`src/rbce_pkg.sv`:
```
// shared types and constants for the refcounted budget cache evictor
// no dependencies
package rbce_pkg;

    localparam int STATUS_W = 4;
    localparam int SLOT_W   = 5;
    localparam int USED_W   = 29;
    localparam int BUDGET_W = 30;
    localparam int BYTES_W  = 24;
    localparam int PRIO_W   = 8;
    localparam int REFS_W   = 8;

    typedef enum logic [STATUS_W-1:0] {
        ST_HIT      = 4'd0,
        ST_INSERTED = 4'd1,
        ST_NOTHING  = 4'd2,
        ST_MISSING  = 4'd3,
        ST_STEREO   = 4'd4,
        ST_FORMAT   = 4'd5,
        ST_NO_SPACE = 4'd6,
        ST_FULL     = 4'd7,
        ST_CLOSED   = 4'd8,
        ST_UNKNOWN  = 4'd9
    } status_t;

    localparam logic KIND_OPEN  = 1'b0;
    localparam logic KIND_CLOSE = 1'b1;

    localparam logic REC_EVICT = 1'b0;
    localparam logic REC_FINAL = 1'b1;

    localparam logic [USED_W-1:0] USED_MAX = {USED_W{1'b1}};
    localparam logic [REFS_W-1:0] REFS_MAX = {REFS_W{1'b1}};

    // datapath operations issued by the controller
    typedef enum logic [3:0] {
        OP_NONE,
        OP_LOAD,      // capture request, clear scan state
        OP_SCAN_HIT,  // examine slot for key match
        OP_HIT,       // bump refs on hit slot
        OP_CLOSE,     // decrement refs on close slot
        OP_PASS1,     // idle pass candidate
        OP_PASS2,     // busy lower-priority candidate
        OP_EVICT,     // evict slot at scan index if picked
        OP_FREE,      // look for free slot
        OP_INSERT     // write new entry
    } dp_op_t;

    typedef struct packed {
        dp_op_t     op;
        logic       clr_idx;
        logic       inc_idx;
    } dp_cmd_t;

    typedef struct packed {
        logic       idx_end;      // scan index at last slot
        logic       hit;          // current slot matches key
        logic       close_ok;     // close slot valid
        logic       over_budget;  // new total exceeds budget
        logic       covered;      // freed bytes cover need
        logic       picked;       // current slot picked
        logic       free_here;    // current slot free
        logic       found_free;   // a free slot was recorded
    } dp_stat_t;

endpackage

```
`src/rbce_datapath.sv`:
```
// entry table, byte accounting and scan index for the evictor
// depends on rbce_pkg
module rbce_datapath #(
    parameter int TABLE_SLOTS = 32,
    parameter int KEY_BITS    = 16
) (
    input  logic                          clk,
    input  logic                          rst_n,
    input  rbce_pkg::dp_cmd_t             cmd,
    output rbce_pkg::dp_stat_t            stat,
    input  logic                          cfg_valid,
    input  logic [rbce_pkg::BUDGET_W-1:0] cfg_data,
    input  logic [15:0]                   item_key,
    input  logic [4:0]                    close_slot,
    input  logic [23:0]                   item_bytes,
    input  logic [7:0]                    item_priority,
    output logic [rbce_pkg::SLOT_W-1:0]   idx_out,
    output logic [rbce_pkg::SLOT_W-1:0]   close_out,
    output logic [rbce_pkg::SLOT_W-1:0]   free_out,
    output logic                          forced_out,
    output logic [rbce_pkg::USED_W-1:0]   used_out
);
    import rbce_pkg::*;

    localparam int IW = $clog2(TABLE_SLOTS);
    localparam int KW = (KEY_BITS < 16) ? KEY_BITS : 16;

    logic [TABLE_SLOTS-1:0] valid_reg, valid_next;
    logic [TABLE_SLOTS-1:0] pick_reg, pick_next;
    logic [KEY_BITS-1:0]    key_reg   [TABLE_SLOTS];
    logic [BYTES_W-1:0]     bytes_reg [TABLE_SLOTS];
    logic [REFS_W-1:0]      refs_reg  [TABLE_SLOTS];
    logic [PRIO_W-1:0]      prio_reg  [TABLE_SLOTS];

    logic [USED_W-1:0]   used_reg, used_next;
    logic [BUDGET_W-1:0] budget_reg;
    logic [IW-1:0]       idx_reg, idx_next;
    logic [KEY_BITS-1:0] rkey_reg;
    logic [4:0]          rslot_reg;
    logic [BYTES_W-1:0]  rbytes_reg;
    logic [PRIO_W-1:0]   rprio_reg;
    logic [USED_W:0]     got_reg, got_next;
    logic [IW-1:0]       free_reg;
    logic                found_reg;

    logic [USED_W-1:0] budget_cap;
    logic [USED_W:0]   total;
    logic [USED_W:0]   need;
    logic [IW-1:0]     cidx;
    logic              close_in_range;

    assign budget_cap = (budget_reg > BUDGET_W'(USED_MAX)) ? USED_MAX
                      : budget_reg[USED_W-1:0];
    assign total = {1'b0, used_reg} + (USED_W+1)'(rbytes_reg);
    // excess over the budget, stable while the candidate passes run
    assign need = total - {1'b0, budget_cap};
    assign close_in_range = {1'b0, rslot_reg} < 6'(TABLE_SLOTS);
    assign cidx = IW'(rslot_reg);

    always_comb
    begin
        stat.idx_end     = (idx_reg == IW'(TABLE_SLOTS - 1));
        stat.hit         = valid_reg[idx_reg] && (key_reg[idx_reg] == rkey_reg);
        stat.close_ok    = close_in_range && valid_reg[cidx];
        stat.over_budget = total > {1'b0, budget_cap};
        stat.covered     = got_reg >= need;
        stat.picked      = pick_reg[idx_reg];
        stat.free_here   = !valid_reg[idx_reg];
        stat.found_free  = found_reg;
    end

    assign idx_out    = SLOT_W'(idx_reg);
    assign close_out  = rslot_reg;
    assign free_out   = SLOT_W'(free_reg);
    assign forced_out = refs_reg[idx_reg] != '0;
    // total as it stands after this cycle's update
    assign used_out   = used_next;

    always_comb
    begin
        valid_next = valid_reg;
        pick_next  = pick_reg;
        used_next  = used_reg;
        got_next   = got_reg;
        idx_next   = idx_reg;
        if (cmd.clr_idx)
            idx_next = '0;
        else if (cmd.inc_idx)
            idx_next = idx_reg + 1'b1;
        unique case (cmd.op)
            OP_LOAD:
            begin
                pick_next = '0;
                got_next  = '0;
            end
            OP_PASS1:
                if (!stat.covered && valid_reg[idx_reg] && refs_reg[idx_reg] == '0)
                begin
                    pick_next[idx_reg] = 1'b1;
                    got_next = got_reg + (USED_W+1)'(bytes_reg[idx_reg]);
                end
            OP_PASS2:
                if (!stat.covered && valid_reg[idx_reg] && !pick_reg[idx_reg]
                    && refs_reg[idx_reg] != '0 && prio_reg[idx_reg] < rprio_reg)
                begin
                    pick_next[idx_reg] = 1'b1;
                    got_next = got_reg + (USED_W+1)'(bytes_reg[idx_reg]);
                end
            OP_EVICT:
                if (pick_reg[idx_reg])
                begin
                    valid_next[idx_reg] = 1'b0;
                    used_next = (used_reg >= USED_W'(bytes_reg[idx_reg]))
                              ? used_reg - USED_W'(bytes_reg[idx_reg]) : '0;
                end
            OP_INSERT:
            begin
                valid_next[free_reg] = 1'b1;
                used_next = total[USED_W-1:0];
            end
            default: ;
        endcase
    end

    always_ff @(posedge clk or negedge rst_n)
    begin
        if (!rst_n)
        begin
            valid_reg  <= '0;
            used_reg   <= '0;
            budget_reg <= '0;
            idx_reg    <= '0;
            found_reg  <= 1'b0;
        end
        else
        begin
            valid_reg <= valid_next;
            used_reg  <= used_next;
            idx_reg   <= idx_next;
            if (cfg_valid)
                budget_reg <= cfg_data;
            if (cmd.op == OP_LOAD)
                found_reg <= 1'b0;
            else if (cmd.op == OP_FREE && stat.free_here && !found_reg)
                found_reg <= 1'b1;
        end
    end

    always_ff @(posedge clk)
    begin
        pick_reg <= pick_next;
        got_reg  <= got_next;
        if (cmd.op == OP_LOAD)
        begin
            rkey_reg   <= KEY_BITS'(item_key[KW-1:0]);
            rslot_reg  <= close_slot;
            rbytes_reg <= item_bytes;
            rprio_reg  <= item_priority;
        end
        if (cmd.op == OP_FREE && stat.free_here && !found_reg)
            free_reg <= idx_reg;
        if (cmd.op == OP_HIT && refs_reg[idx_reg] != REFS_MAX)
            refs_reg[idx_reg] <= refs_reg[idx_reg] + 1'b1;
        if (cmd.op == OP_CLOSE && refs_reg[cidx] != '0)
            refs_reg[cidx] <= refs_reg[cidx] - 1'b1;
        if (cmd.op == OP_INSERT)
        begin
            key_reg[free_reg]   <= rkey_reg;
            bytes_reg[free_reg] <= rbytes_reg;
            refs_reg[free_reg]  <= REFS_W'(1);
            prio_reg[free_reg]  <= rprio_reg;
        end
    end

endmodule

```
`src/rbce_ctrl.sv`:
```
// request sequencer and result register for the evictor
// depends on rbce_pkg
module rbce_ctrl (
    input  logic                        clk,
    input  logic                        rst_n,
    input  logic                        in_valid,
    output logic                        in_ready,
    input  logic                        kind,
    input  logic                        portion_done,
    input  logic                        file_found,
    input  logic                        positional,
    input  logic [3:0]                  channel_count,
    input  logic [1:0]                  format_code,
    output rbce_pkg::dp_cmd_t           cmd,
    input  rbce_pkg::dp_stat_t          stat,
    input  logic [rbce_pkg::SLOT_W-1:0] idx_in,
    input  logic [rbce_pkg::SLOT_W-1:0] close_in,
    input  logic [rbce_pkg::SLOT_W-1:0] free_in,
    input  logic                        forced_in,
    input  logic [rbce_pkg::USED_W-1:0] used_in,
    output logic                        out_valid,
    input  logic                        out_ready,
    output logic                        record_kind,
    output logic [3:0]                  status,
    output logic [4:0]                  slot_index,
    output logic                        forced_stop,
    output logic [28:0]                 bytes_in_use,
    output logic                        last
);
    import rbce_pkg::*;

    typedef enum logic [10:0] {
        S_IDLE   = 11'b00000000001,
        S_CHECK  = 11'b00000000010,
        S_SCAN   = 11'b00000000100,
        S_PASS1  = 11'b00000001000,
        S_PASS2  = 11'b00000010000,
        S_DECIDE = 11'b00000100000,
        S_EVICT  = 11'b00001000000,
        S_EVICT2 = 11'b00010000000,
        S_FREE   = 11'b00100000000,
        S_INSERT = 11'b01000000000,
        S_WAIT   = 11'b10000000000
    } state_t;

    state_t state_reg, state_next;
    logic   kind_reg, done_reg, found_reg, stereo_reg, fmt_reg;
    logic   emit, emit_kind, emit_last, emit_forced;
    status_t emit_st;
    logic [SLOT_W-1:0] emit_slot;
    logic   busy_out;

    assign busy_out = out_valid && !out_ready;
    assign in_ready = (state_reg == S_IDLE) && !out_valid;

    always_comb
    begin
        state_next  = state_reg;
        cmd         = '{op: OP_NONE, clr_idx: 1'b0, inc_idx: 1'b0};
        emit        = 1'b0;
        emit_kind   = REC_FINAL;
        emit_st     = ST_HIT;
        emit_slot   = '0;
        emit_forced = 1'b0;
        emit_last   = 1'b1;
        unique case (state_reg)
            S_IDLE:
                if (in_valid && in_ready)
                begin
                    cmd.op = OP_LOAD;
                    cmd.clr_idx = 1'b1;
                    state_next = S_CHECK;
                end
            S_CHECK:
                if (!busy_out)
                begin
                    if (kind_reg == KIND_CLOSE)
                    begin
                        emit = 1'b1;
                        if (stat.close_ok)
                        begin
                            cmd.op = OP_CLOSE;
                            emit_st = ST_CLOSED;
                            emit_slot = close_in;
                        end
                        else
                            emit_st = ST_UNKNOWN;
                        state_next = S_IDLE;
                    end
                    else if (done_reg)
                    begin
                        emit = 1'b1;
                        emit_st = ST_NOTHING;
                        state_next = S_IDLE;
                    end
                    else
                        state_next = S_SCAN;
                end
            S_SCAN:
                if (!busy_out)
                begin
                    if (stat.hit)
                    begin
                        cmd.op = OP_HIT;
                        emit = 1'b1;
                        emit_st = ST_HIT;
                        emit_slot = idx_in;
                        state_next = S_IDLE;
                    end
                    else if (!stat.idx_end)
                        cmd.inc_idx = 1'b1;
                    else
                    begin
                        cmd.clr_idx = 1'b1;
                        if (!found_reg || stereo_reg || fmt_reg)
                        begin
                            emit = 1'b1;
                            emit_st = !found_reg ? ST_MISSING
                                    : (stereo_reg ? ST_STEREO : ST_FORMAT);
                            state_next = S_IDLE;
                        end
                        else
                            state_next = stat.over_budget ? S_PASS1 : S_FREE;
                    end
                end
            S_PASS1:
            begin
                cmd.op = OP_PASS1;
                if (stat.idx_end)
                begin
                    cmd.clr_idx = 1'b1;
                    state_next = S_PASS2;
                end
                else
                    cmd.inc_idx = 1'b1;
            end
            S_PASS2:
            begin
                cmd.op = OP_PASS2;
                if (stat.idx_end)
                begin
                    cmd.clr_idx = 1'b1;
                    state_next = S_DECIDE;
                end
                else
                    cmd.inc_idx = 1'b1;
            end
            S_DECIDE:
                if (!busy_out)
                begin
                    if (!stat.covered)
                    begin
                        emit = 1'b1;
                        emit_st = ST_NO_SPACE;
                        state_next = S_IDLE;
                    end
                    else
                        state_next = S_EVICT;
                end
            S_EVICT:
                if (!busy_out)
                begin
                    // idle picks leave first, in slot order
                    if (stat.picked && !forced_in)
                    begin
                        cmd.op = OP_EVICT;
                        emit = 1'b1;
                        emit_kind = REC_EVICT;
                        emit_slot = idx_in;
                        emit_forced = forced_in;
                        emit_last = 1'b0;
                    end
                    if (stat.idx_end)
                    begin
                        cmd.clr_idx = 1'b1;
                        state_next = S_EVICT2;
                    end
                    else
                        cmd.inc_idx = 1'b1;
                end
            S_EVICT2:
                if (!busy_out)
                begin
                    // then the busy lower-priority picks, in slot order
                    if (stat.picked && forced_in)
                    begin
                        cmd.op = OP_EVICT;
                        emit = 1'b1;
                        emit_kind = REC_EVICT;
                        emit_slot = idx_in;
                        emit_forced = forced_in;
                        emit_last = 1'b0;
                    end
                    if (stat.idx_end)
                    begin
                        cmd.clr_idx = 1'b1;
                        state_next = S_FREE;
                    end
                    else
                        cmd.inc_idx = 1'b1;
                end
            S_FREE:
            begin
                cmd.op = OP_FREE;
                if (stat.idx_end)
                begin
                    cmd.clr_idx = 1'b1;
                    state_next = S_INSERT;
                end
                else
                    cmd.inc_idx = 1'b1;
            end
            S_INSERT:
                if (!busy_out)
                begin
                    emit = 1'b1;
                    if (stat.found_free || stat.free_here)
                    begin
                        cmd.op = OP_INSERT;
                        emit_st = ST_INSERTED;
                        state_next = S_WAIT;
                    end
                    else
                    begin
                        emit_st = ST_FULL;
                        state_next = S_IDLE;
                    end
                end
            S_WAIT:
                state_next = S_IDLE;
            default:
                state_next = S_IDLE;
        endcase
    end

    always_ff @(posedge clk or negedge rst_n)
    begin
        if (!rst_n)
        begin
            state_reg <= S_IDLE;
            out_valid <= 1'b0;
        end
        else
        begin
            state_reg <= state_next;
            if (emit && !(state_reg == S_INSERT && cmd.op == OP_INSERT))
                out_valid <= 1'b1;
            else if (state_reg == S_WAIT)
                out_valid <= 1'b1;
            else if (out_ready)
                out_valid <= 1'b0;
        end
    end

    always_ff @(posedge clk)
    begin
        if (state_reg == S_IDLE && in_valid && in_ready)
        begin
            kind_reg   <= kind;
            done_reg   <= portion_done;
            found_reg  <= file_found;
            stereo_reg <= positional && (channel_count > 4'd1);
            fmt_reg    <= format_code > 2'd1;
        end
        if (emit)
        begin
            record_kind <= emit_kind;
            status      <= emit_st;
            slot_index  <= (cmd.op == OP_INSERT) ? free_in : emit_slot;
            forced_stop <= emit_forced;
            last        <= emit_last;
        end
        // bytes follow the total after the datapath update
        if (emit || state_reg == S_WAIT)
            bytes_in_use <= used_in;
    end

endmodule

```
`src/refcounted_budget_cache_evictor_core.sv`:
```
// top level of the refcounted budget cache evictor
// depends on rbce_pkg, rbce_ctrl, rbce_datapath
//
// A cache table of TABLE_SLOTS entries under a byte budget. An open scans the
// slots one a cycle for the key. A miss over the budget then runs two candidate
// passes and, if the picks cover the need, two eviction passes (idle picks,
// then busy picks); a miss that may insert runs a free-slot pass. Each pass
// takes one slot a cycle; a record not yet taken stalls the key scan and the
// eviction passes, as a stalled output holds the sequencer. One request is
// worked at a time and the next is taken once the last record has left;
// records leave through an output register, one per transfer, eviction notices
// before the final answer.
module refcounted_budget_cache_evictor_core #(
    parameter int TABLE_SLOTS = 32,
    parameter int KEY_BITS    = 16
) (
    input  logic        clk,
    input  logic        rst_n,
    input  logic        cfg_valid,
    output logic        cfg_ready,
    input  logic [29:0] cfg_data,
    input  logic        in_valid,
    output logic        in_ready,
    input  logic        kind,
    input  logic [15:0] item_key,
    input  logic [4:0]  close_slot,
    input  logic [23:0] item_bytes,
    input  logic [7:0]  item_priority,
    input  logic        portion_done,
    input  logic        file_found,
    input  logic        positional,
    input  logic [3:0]  channel_count,
    input  logic [1:0]  format_code,
    output logic        out_valid,
    input  logic        out_ready,
    output logic        record_kind,
    output logic [3:0]  status,
    output logic [4:0]  slot_index,
    output logic        forced_stop,
    output logic [28:0] bytes_in_use,
    output logic        last
);
    import rbce_pkg::*;

    dp_cmd_t  cmd;
    dp_stat_t stat;
    logic [SLOT_W-1:0] idx_w, close_w, free_w;
    logic              forced_w;
    logic [USED_W-1:0] used_w;

    // budget write taken every cycle, write it only between requests
    assign cfg_ready = 1'b1;

    rbce_datapath #(.TABLE_SLOTS(TABLE_SLOTS), .KEY_BITS(KEY_BITS)) u_dp (
        .clk(clk), .rst_n(rst_n), .cmd(cmd), .stat(stat),
        .cfg_valid(cfg_valid), .cfg_data(cfg_data),
        .item_key(item_key), .close_slot(close_slot), .item_bytes(item_bytes),
        .item_priority(item_priority),
        .idx_out(idx_w), .close_out(close_w), .free_out(free_w),
        .forced_out(forced_w), .used_out(used_w)
    );

    rbce_ctrl u_ctrl (
        .clk(clk), .rst_n(rst_n), .in_valid(in_valid), .in_ready(in_ready),
        .kind(kind), .portion_done(portion_done), .file_found(file_found),
        .positional(positional), .channel_count(channel_count),
        .format_code(format_code), .cmd(cmd), .stat(stat),
        .idx_in(idx_w), .close_in(close_w), .free_in(free_w),
        .forced_in(forced_w), .used_in(used_w),
        .out_valid(out_valid), .out_ready(out_ready),
        .record_kind(record_kind), .status(status), .slot_index(slot_index),
        .forced_stop(forced_stop), .bytes_in_use(bytes_in_use), .last(last)
    );

    // no new request while a record is pending
    a_no_accept_with_output: assert property (@(posedge clk) disable iff (!rst_n)
        out_valid |-> !in_ready)
        else $error("request taken while record pending");

    // an eviction notice is never the last record
    a_evict_not_last: assert property (@(posedge clk) disable iff (!rst_n)
        (out_valid && record_kind == REC_EVICT) |-> !last)
        else $error("eviction notice flagged last");

endmodule

```
`config.mk`:
```
export PLATFORM = sky130hd
export DESIGN_NAME = refcounted_budget_cache_evictor_core
export DESIGN_NICKNAME = d
export VERILOG_FILES = /design/src/rbce_pkg.sv /design/src/rbce_datapath.sv /design/src/rbce_ctrl.sv /design/src/refcounted_budget_cache_evictor_core.sv
export SDC_FILE = /design/constraint.sdc
export NUM_CORES = 2
export LEC_CHECK = 0
export BUFFER_PORTS_ARGS = -buffer_cell sky130_fd_sc_hd__buf_2
export CAP_MARGIN = 20
export CORE_MARGIN = 3
export CORE_UTILIZATION = 40
export DETAILED_ROUTE_END_ITERATION = 8
export REMOVE_ABC_BUFFERS = 1
export SYNTH_ARGS = -nofsm -noshare
export SYNTH_HDL_FRONTEND = slang
export SYNTH_SLANG_ARGS = --single-unit
```
`constraint.sdc`:
```
create_clock -name clk -period 10.9 [get_ports clk]
set_input_delay 3.27 -clock clk [delete_from_list [all_inputs] [get_ports clk]]
set_output_delay 3.27 -clock clk [all_outputs]
set_load 0.005 [all_outputs]
```
# Word level (Yosys, flattened, before mapping)
# Memories as Yosys holds them, arrays and structs flattened. A register that Yosys moved wholly into a read port is not among the register bits.
# Cells that the tools add are included.
[word_totals]
ff_bits = 274
n_memories = 4
out_inout_bits = 44
ramBits = 1792
wordCells = 270
in_bits = 98
[op_classes]
n_reduce_logical = 49
muxes = 132
add_sub_neg = 7
n_lt_le_gt_ge = 12
eq_ne = 38
n_bitwise = 4
[memory_table]
columns = ["memory", "depth", "width", "rd", "rd_ports_with_merged_regs", "wr", "line_no", "text"]
rows = [
  ["u_dp.bytes_reg", 32, 24, 1, 0, 1, "rbce_datapath.sv:31", "logic [BYTES_W-1:0] bytes_reg [TABLE_SLOTS];"],
  ["u_dp.key_reg", 32, 16, 1, 0, 1, "rbce_datapath.sv:30", "logic [KEY_BITS-1:0] key_reg [TABLE_SLOTS];"],
  ["u_dp.prio_reg", 32, 8, 1, 0, 1, "rbce_datapath.sv:33", "logic [PRIO_W-1:0] prio_reg [TABLE_SLOTS];"],
  ["u_dp.refs_reg", 32, 8, 2, 1, 1, "rbce_datapath.sv:32", "logic [REFS_W-1:0] refs_reg [TABLE_SLOTS];"],
]
[ops]
columns = ["op", "n"]
rows = [
  ["$mux W11", 16],
  ["$pmux W11 S10", 1],
  ["$mux W32", 3],
  ["$pmux W32 S3", 1],
  ["$pmux W30 S3", 1],
  ["$mux W29", 3],
  ["$mux W5", 15],
  ["$or A32 B32 Y32", 2],
  ["$pmux W32 S2", 1],
  ["$mux W30", 2],
  ["$pmux W29 S2", 1],
  ["$mux W4", 13],
  ["$mux W1", 44],
  ["$pmux W4 S9", 1],
  ["$and A32 B32 Y32", 1],
  ["$not A32 Y32", 1],
  ["$add A29 B24 Y30", 1],
  ["$add A30 B24 Y30", 1],
  ["$ge A30 B30 Y1", 1],
  ["$gt A30 B29 Y1", 1],
  ["$gt A30 B29 Y1 const B", 1],
  ["$sub A30 B29 Y30", 1],
  ["$ge A29 B24 Y1", 1],
  ["$sub A29 B24 Y29", 1],
  ["other kinds (55)", 128],
]

# Longest topological paths before layout
[logic_depth]
word_depth = 14
mapped_depth = 29
mapped_depth_nobuf = 29

# Modules after synthesis
# A second synthesis with hierarchy kept.
[unflattened]
hier_cells = 4752
hier_area_um2 = 88015.7
[by_module_without_submodules]
columns = ["module", "seq_area_each_um2", "area_per_inst_um2", "cells_per_inst", "instances"]
rows = [
  ["rbce_datapath", 59942.5, 85406.9, 4549, 1],
  ["rbce_ctrl", 1652.8, 2597.5, 201, 1],
  ["refcounted_budget_cache_evictor_core", 0.0, 11.3, 2, 1],
]

# Worst setup path before layout
# No wires, ideal clock.
[synth_timing]
kind = "flip-flop to flip-flop"
start = "register u_dp.rbytes_reg[0]"
end = "register u_dp.got_reg[0], enable pin"
synth_period_minus_slack_ps = 8881
arrival_ps = 8378
setup_ps = 503
setup_slack_ps = 2019
stages_incl_launch_ff = 25
path_buffers = 0
path_cell_list = "edfxtp_1 ha_1 fa_1 a211oi_1 o21ai_0 a31oi_1 xnor2_1 ha_1 a21o_1 a21o_1 a21o_1 a311o_1 a21oi_1 o21ai_0 a221o_1 a21oi_1 xor2_1 ha_1 nand3_1 nor3_1 o21ai_0 o2111ai_1 nor2_1 nor2_1 a21oi_1"
[synth_between]
elab_chain_cells = 10
elab_cells_between_ends = 12
[synth_lines]
columns = ["element", "line_no", "text"]
rows = [
  ["start: declaration", "rbce_datapath.sv:40", "logic [BYTES_W-1:0] rbytes_reg;"],
  ["start signal: assignment", "rbce_datapath.sv:157", "rbytes_reg <= item_bytes;"],
  ["$add A29 B24 Y30 (*)", "rbce_datapath.sv:54", "assign total = {1'b0, used_reg} + (USED_W+1)'(rbytes_reg);"],
  ["$sub A30 B29 Y30 (*)", "rbce_datapath.sv:56", "assign need = total - {1'b0, budget_cap};"],
  ["$ge A30 B30 Y1 (*)", "rbce_datapath.sv:66", "stat.covered = got_reg >= need;"],
  ["$logic_not A1 Y1 (*)", "-", ""],
  ["$logic_and A1 B1 Y1 (*)", "rbce_datapath.sv:97, rbce_datapath.sv:103", ""],
  ["$logic_and A1 B1 Y1", "rbce_datapath.sv:103", "if (!stat.covered && valid_reg[idx_reg] && !pick_reg[idx_reg]"],
  ["$logic_and A1 B1 Y1 (2 in a row)", "rbce_datapath.sv:104", "&& refs_reg[idx_reg] != '0 && prio_reg[idx_reg] < rprio_reg)"],
  ["$ne A2 B1 Y1 (no source line)", "-", ""],
  ["$reduce_and A3 Y1 (no source line) (*)", "-", ""],
  ["end signal: assignment", "rbce_datapath.sv:152", "got_reg <= got_next;"],
  ["end: declaration", "rbce_datapath.sv:42", "logic [USED_W:0] got_reg, got_next;"],
]
# Every way passes the cells marked *; elsewhere a longest branch is shown, timed or not.
# A chain may end at the register's enable or synchronous reset.

# Final worst setup path
[layout_timing]
start = "register u_dp.rbytes_reg[0]"
end = "register u_dp.got_reg[27], enable pin"
# The elaborated chain is that of the path after synthesis.

==> impl_metrics.py <==
metrics = {
    "run_status": {
        "status": "finished clean",
    },
    "clock_network": {
        "htree_levels": 4,
        "clock_latency_ps": 850,
        "root_buffer": "clkbuf_16",
        "cts_tree": "built",
        "clk_pin_slew_ps": 60,
        "cts_resized": 0,
        "clkSinkCount": 2071,
        "post-cts-setup-buffers": 0,
        "cts_hold_buf": 0,
        "clockBufferDepth": 3,
        "cts_buffers": 209,
    },
    "finish": {
        "final_nets": 5530,
        "final_cell_mix": "edfxtp_1, mux4_2, mux2i_1, clkbuf_16, nor2_1",
        "drive_above_1_share_pct": 22.1,
        "layout_commonest_cell": "edfxtp_1",
        "nFillCells": 18500,
        "area_delta_synth_final_pct": 13.2,
        "largest_reg_flops": 768,
    },
    "critical_path": {
        "cp-end-kind": "register",
        "crit_fanout": 33,
        "path_class": "reg2reg",
        "crit_arrival_ps": 9390,
        "rr_worst_depth": 27,
        "crit_path_start_kind": "register",
        "cp.required_ps": 11390,
    },
    "power_and_ir_drop": {
        "pwr-share-clk_pct": 30.4,
        "powerDensity_nw_per_um2": 231,
        "p_leak_nw": 32.6,
        "power_frac_seq_pct": 42.7,
        "internal-power_mw": 15.9,
        "peakVddDrop_mv": 0.154,
        "sw_frac_of_total_pct": 30.7,
        "p_sw_mw": 7.06,
        "power_frac_comb_pct": 26.9,
    },
    "global_routing": {
        "grt_overflow": 0,
        "grt_pass1_vias": 48900,
        "grtUsageTotal_pct": 22.0,
        "grt_pass1_wl_um": 357000,
        "grt_start_max_net_pins": 131,
        "antenna_found_initial": 19,
    },
    "die": {
        "die_y_um": 475,
        "core_area_um2": 218000,
        "dieArea_um2": 226000,
        "placementRows": 171,
        "io_pins": 142,
        "die_width_um": 475,
        "initial_utilization_pct": 40.4,
    },
    "synthesis": {
        "synth_cell_types": 89,
        "yosysWarnings": 0,
        "yosys.area.top_type": "edfxtp_1",
        "yosysTopAreaCellShare_pct": 66.7,
        "synth_cells": 5019,
        "synth-seq-area-share_pct": 69.9,
        "synth-seq-cells": 2071,
        "synth_edf_count": 1957,
        "syn_area_um2": 88100,
        "synthTopCellsByArea": "edfxtp_1, mux4_2, mux2i_1",
        "synthFlopType": "edfxtp_1",
        "synth.avg_cell_area_um2": 17.6,
        "synthArstFlopShare_pct": 5.26,
    },
    "place": {
        "io_buffer_count": 138,
        "hpwl_um": 141000,
        "gp_congestion": 0.869,
    },
    "sta": {
        "setup_tns_ps": 0,
        "tightest_slew_ps": 1260,
        "finalSetupViolCount": 0,
        "final.min_clock_period_ps": 8900,
        "fmax_ghz": 0.112,
        "post-route-period-util_pct": 81.6,
        "rsz0062_at_grt": "no",
        "hold_viol": 0,
        "whs_ps": 511,
        "finalMaxSlewViolations": 0,
        "slew_headroom_pct": 16.0,
        "clock_skew_ps": 31.9,
    },
    "flow_run": {
        "drv_cap": 0,
    },
    "route": {
        "dr_total_vias": 49900,
        "drc": 0,
        "wire_per_inst_um": 30.3,
        "avgViaCountPerCell": 6.01,
        "finalWirelength_um": 252000,
        "drtIter0Drc": 6031,
        "drt.antenna.violating_nets": 0,
        "first_pass_iters": 6,
    },
    "hold_path": {
        "hold_path.class": "reg2reg",
        "whs_path_depth": 1,
    },
}
[final timing paths]
check,startpoint,endpoint,slack (ps)
setup / recovery,u_dp.rbytes_reg[0]$_DFFE_PN_,u_dp.got_reg[27]$_SDFFCE_PN0P_,2000
max in group asynchronous,rst_n,u_dp.budget_reg[17]$_DFFE_PN0P_,7040
setup reg to reg,u_dp.rbytes_reg[0]$_DFFE_PN_,u_dp.got_reg[27]$_SDFFCE_PN0P_,2000
hold / removal,u_dp.budget_reg[24]$_DFFE_PN0P_,u_dp.budget_reg[24]$_DFFE_PN0P_,510
min in group asynchronous,rst_n,u_ctrl.state_reg[3]$_DFFE_PN0P_,2470
hold reg to reg,u_dp.budget_reg[24]$_DFFE_PN0P_,u_dp.budget_reg[24]$_DFFE_PN0P_,510
[layer usage]
metal	part of all wire (%)	track usage, %
met1	43	31.4
met2	47	34.6
met3	8.1	4.32
met4	2.2	5.54
met5	0.050	0
[stage by stage]
| stage | total power, mW | utilization [%] | cell area [µm²] | setup slack (ps) | cells |
|---|---|---|---|---|---|
| 6_report | 23.0 | 45.8 | 99700 | 2000 | 8305 |
| 5_1_grt | 23.9 | 45.7 | 99700 | 1420 | 8301 |
| 4_1_cts | 23.1 | 45.7 | 99600 | 2060 | 8288 |
| 3_5_place_dp | 16.1 | 42.7 | 93000 | 2090 | 7912 |
| 3_3_place_gp | 16.0 | 42.6 | 92900 | 2120 | 7907 |
| 2_1_floorplan | 15.8 | - | 86900 | -11040 | 4764 |
[area by class of cell]
cell class,count,area [µm²],area share (%)
diodes,5,12.5,0.0125
clock buffers,270,5560,5.58
clock inverters,106,993,0.996
inverters,91,344,0.345
multi-input cells,2602,25500,25.6
flip-flops and latches,2071,61600,61.8
well taps,2854,3570,3.58
repair buffers,306,2140,2.14
[Yosys cell counts (15+ instances only)]
cell type     n
edfxtp_1   1957
mux4_2      371
o21ai_0      80
nor2b_1      28
xor2_1       53
o22a_1       30
a211oi_1     22
dfrtp_1     108
buf_2        70
buf_1        43
a22oi_1      76
mux2_2      127
a21o_1       71
nor4_1       62
buf_4        24
nand3_1      63
o21a_1       20
mux2i_1     277
and3_1       28
nor2_1      217
clkbuf_1    111
or4_1        20
a21oi_1     154
a22o_1       92
o22ai_1     172
o211ai_1     17
inv_1        91
nor3_1       43
nand2b_1     24
nand4_1      30
ha_1        147
nand2_1     126
xnor2_1      56
o21bai_1     15
[cells by family after synthesis]
logic type,after synthesis,synth area share (%)
other,1,0.00426
multiplexers,779,14.3
XOR/XNOR,109,1.08
AO/OA/AOI/OAI,839,6.52
adder cells (fa/ha/maj),151,2.18
flip-flops,2071,69.9
buffers and inverters,346,1.73
AND/OR/NAND/NOR,723,4.28
[power groups by stage]
| stage | logic [mW] | registers [mW] | clock network (mW) |
|---|---|---|---|
| 6_report | 6.18 | 9.83 | 6.99 |
| 5_1_grt | 6.68 | 9.86 | 7.41 |
| 4_1_cts | 6.11 | 9.85 | 7.10 |
| 3_5_place_dp | 6.09 | 10.0 | 0 |
| 3_3_place_gp | 6.02 | 10.0 | 0 |
| 2_1_floorplan | 5.32 | 10.5 | 0 |
[worst max-delay path: stages (launching register included)]
cell and delay, ps:
edfxtp_1 810, ha_1 450, fa_1 430, a211oi_1 370
o21ai_0 250, a31oi_1 380, o21ba_2 220, o21bai_1 90
xor2_1 340, ha_1 390, a21o_1 220, a21oi_1 230
o21ai_0 180, a21oi_1 260, nor2b_1 80, o21a_1 170
o311ai_0 320, ha_1 320, a21o_1 180, a21o_1 170
a21oi_1 180, o211ai_1 150, o21ai_0 210, o2111ai_1 450
nor2_1 240, nor2_1 80, a21oi_4 810, buf_4 520
Note: power is estimated with default switching activity, not from simulation.
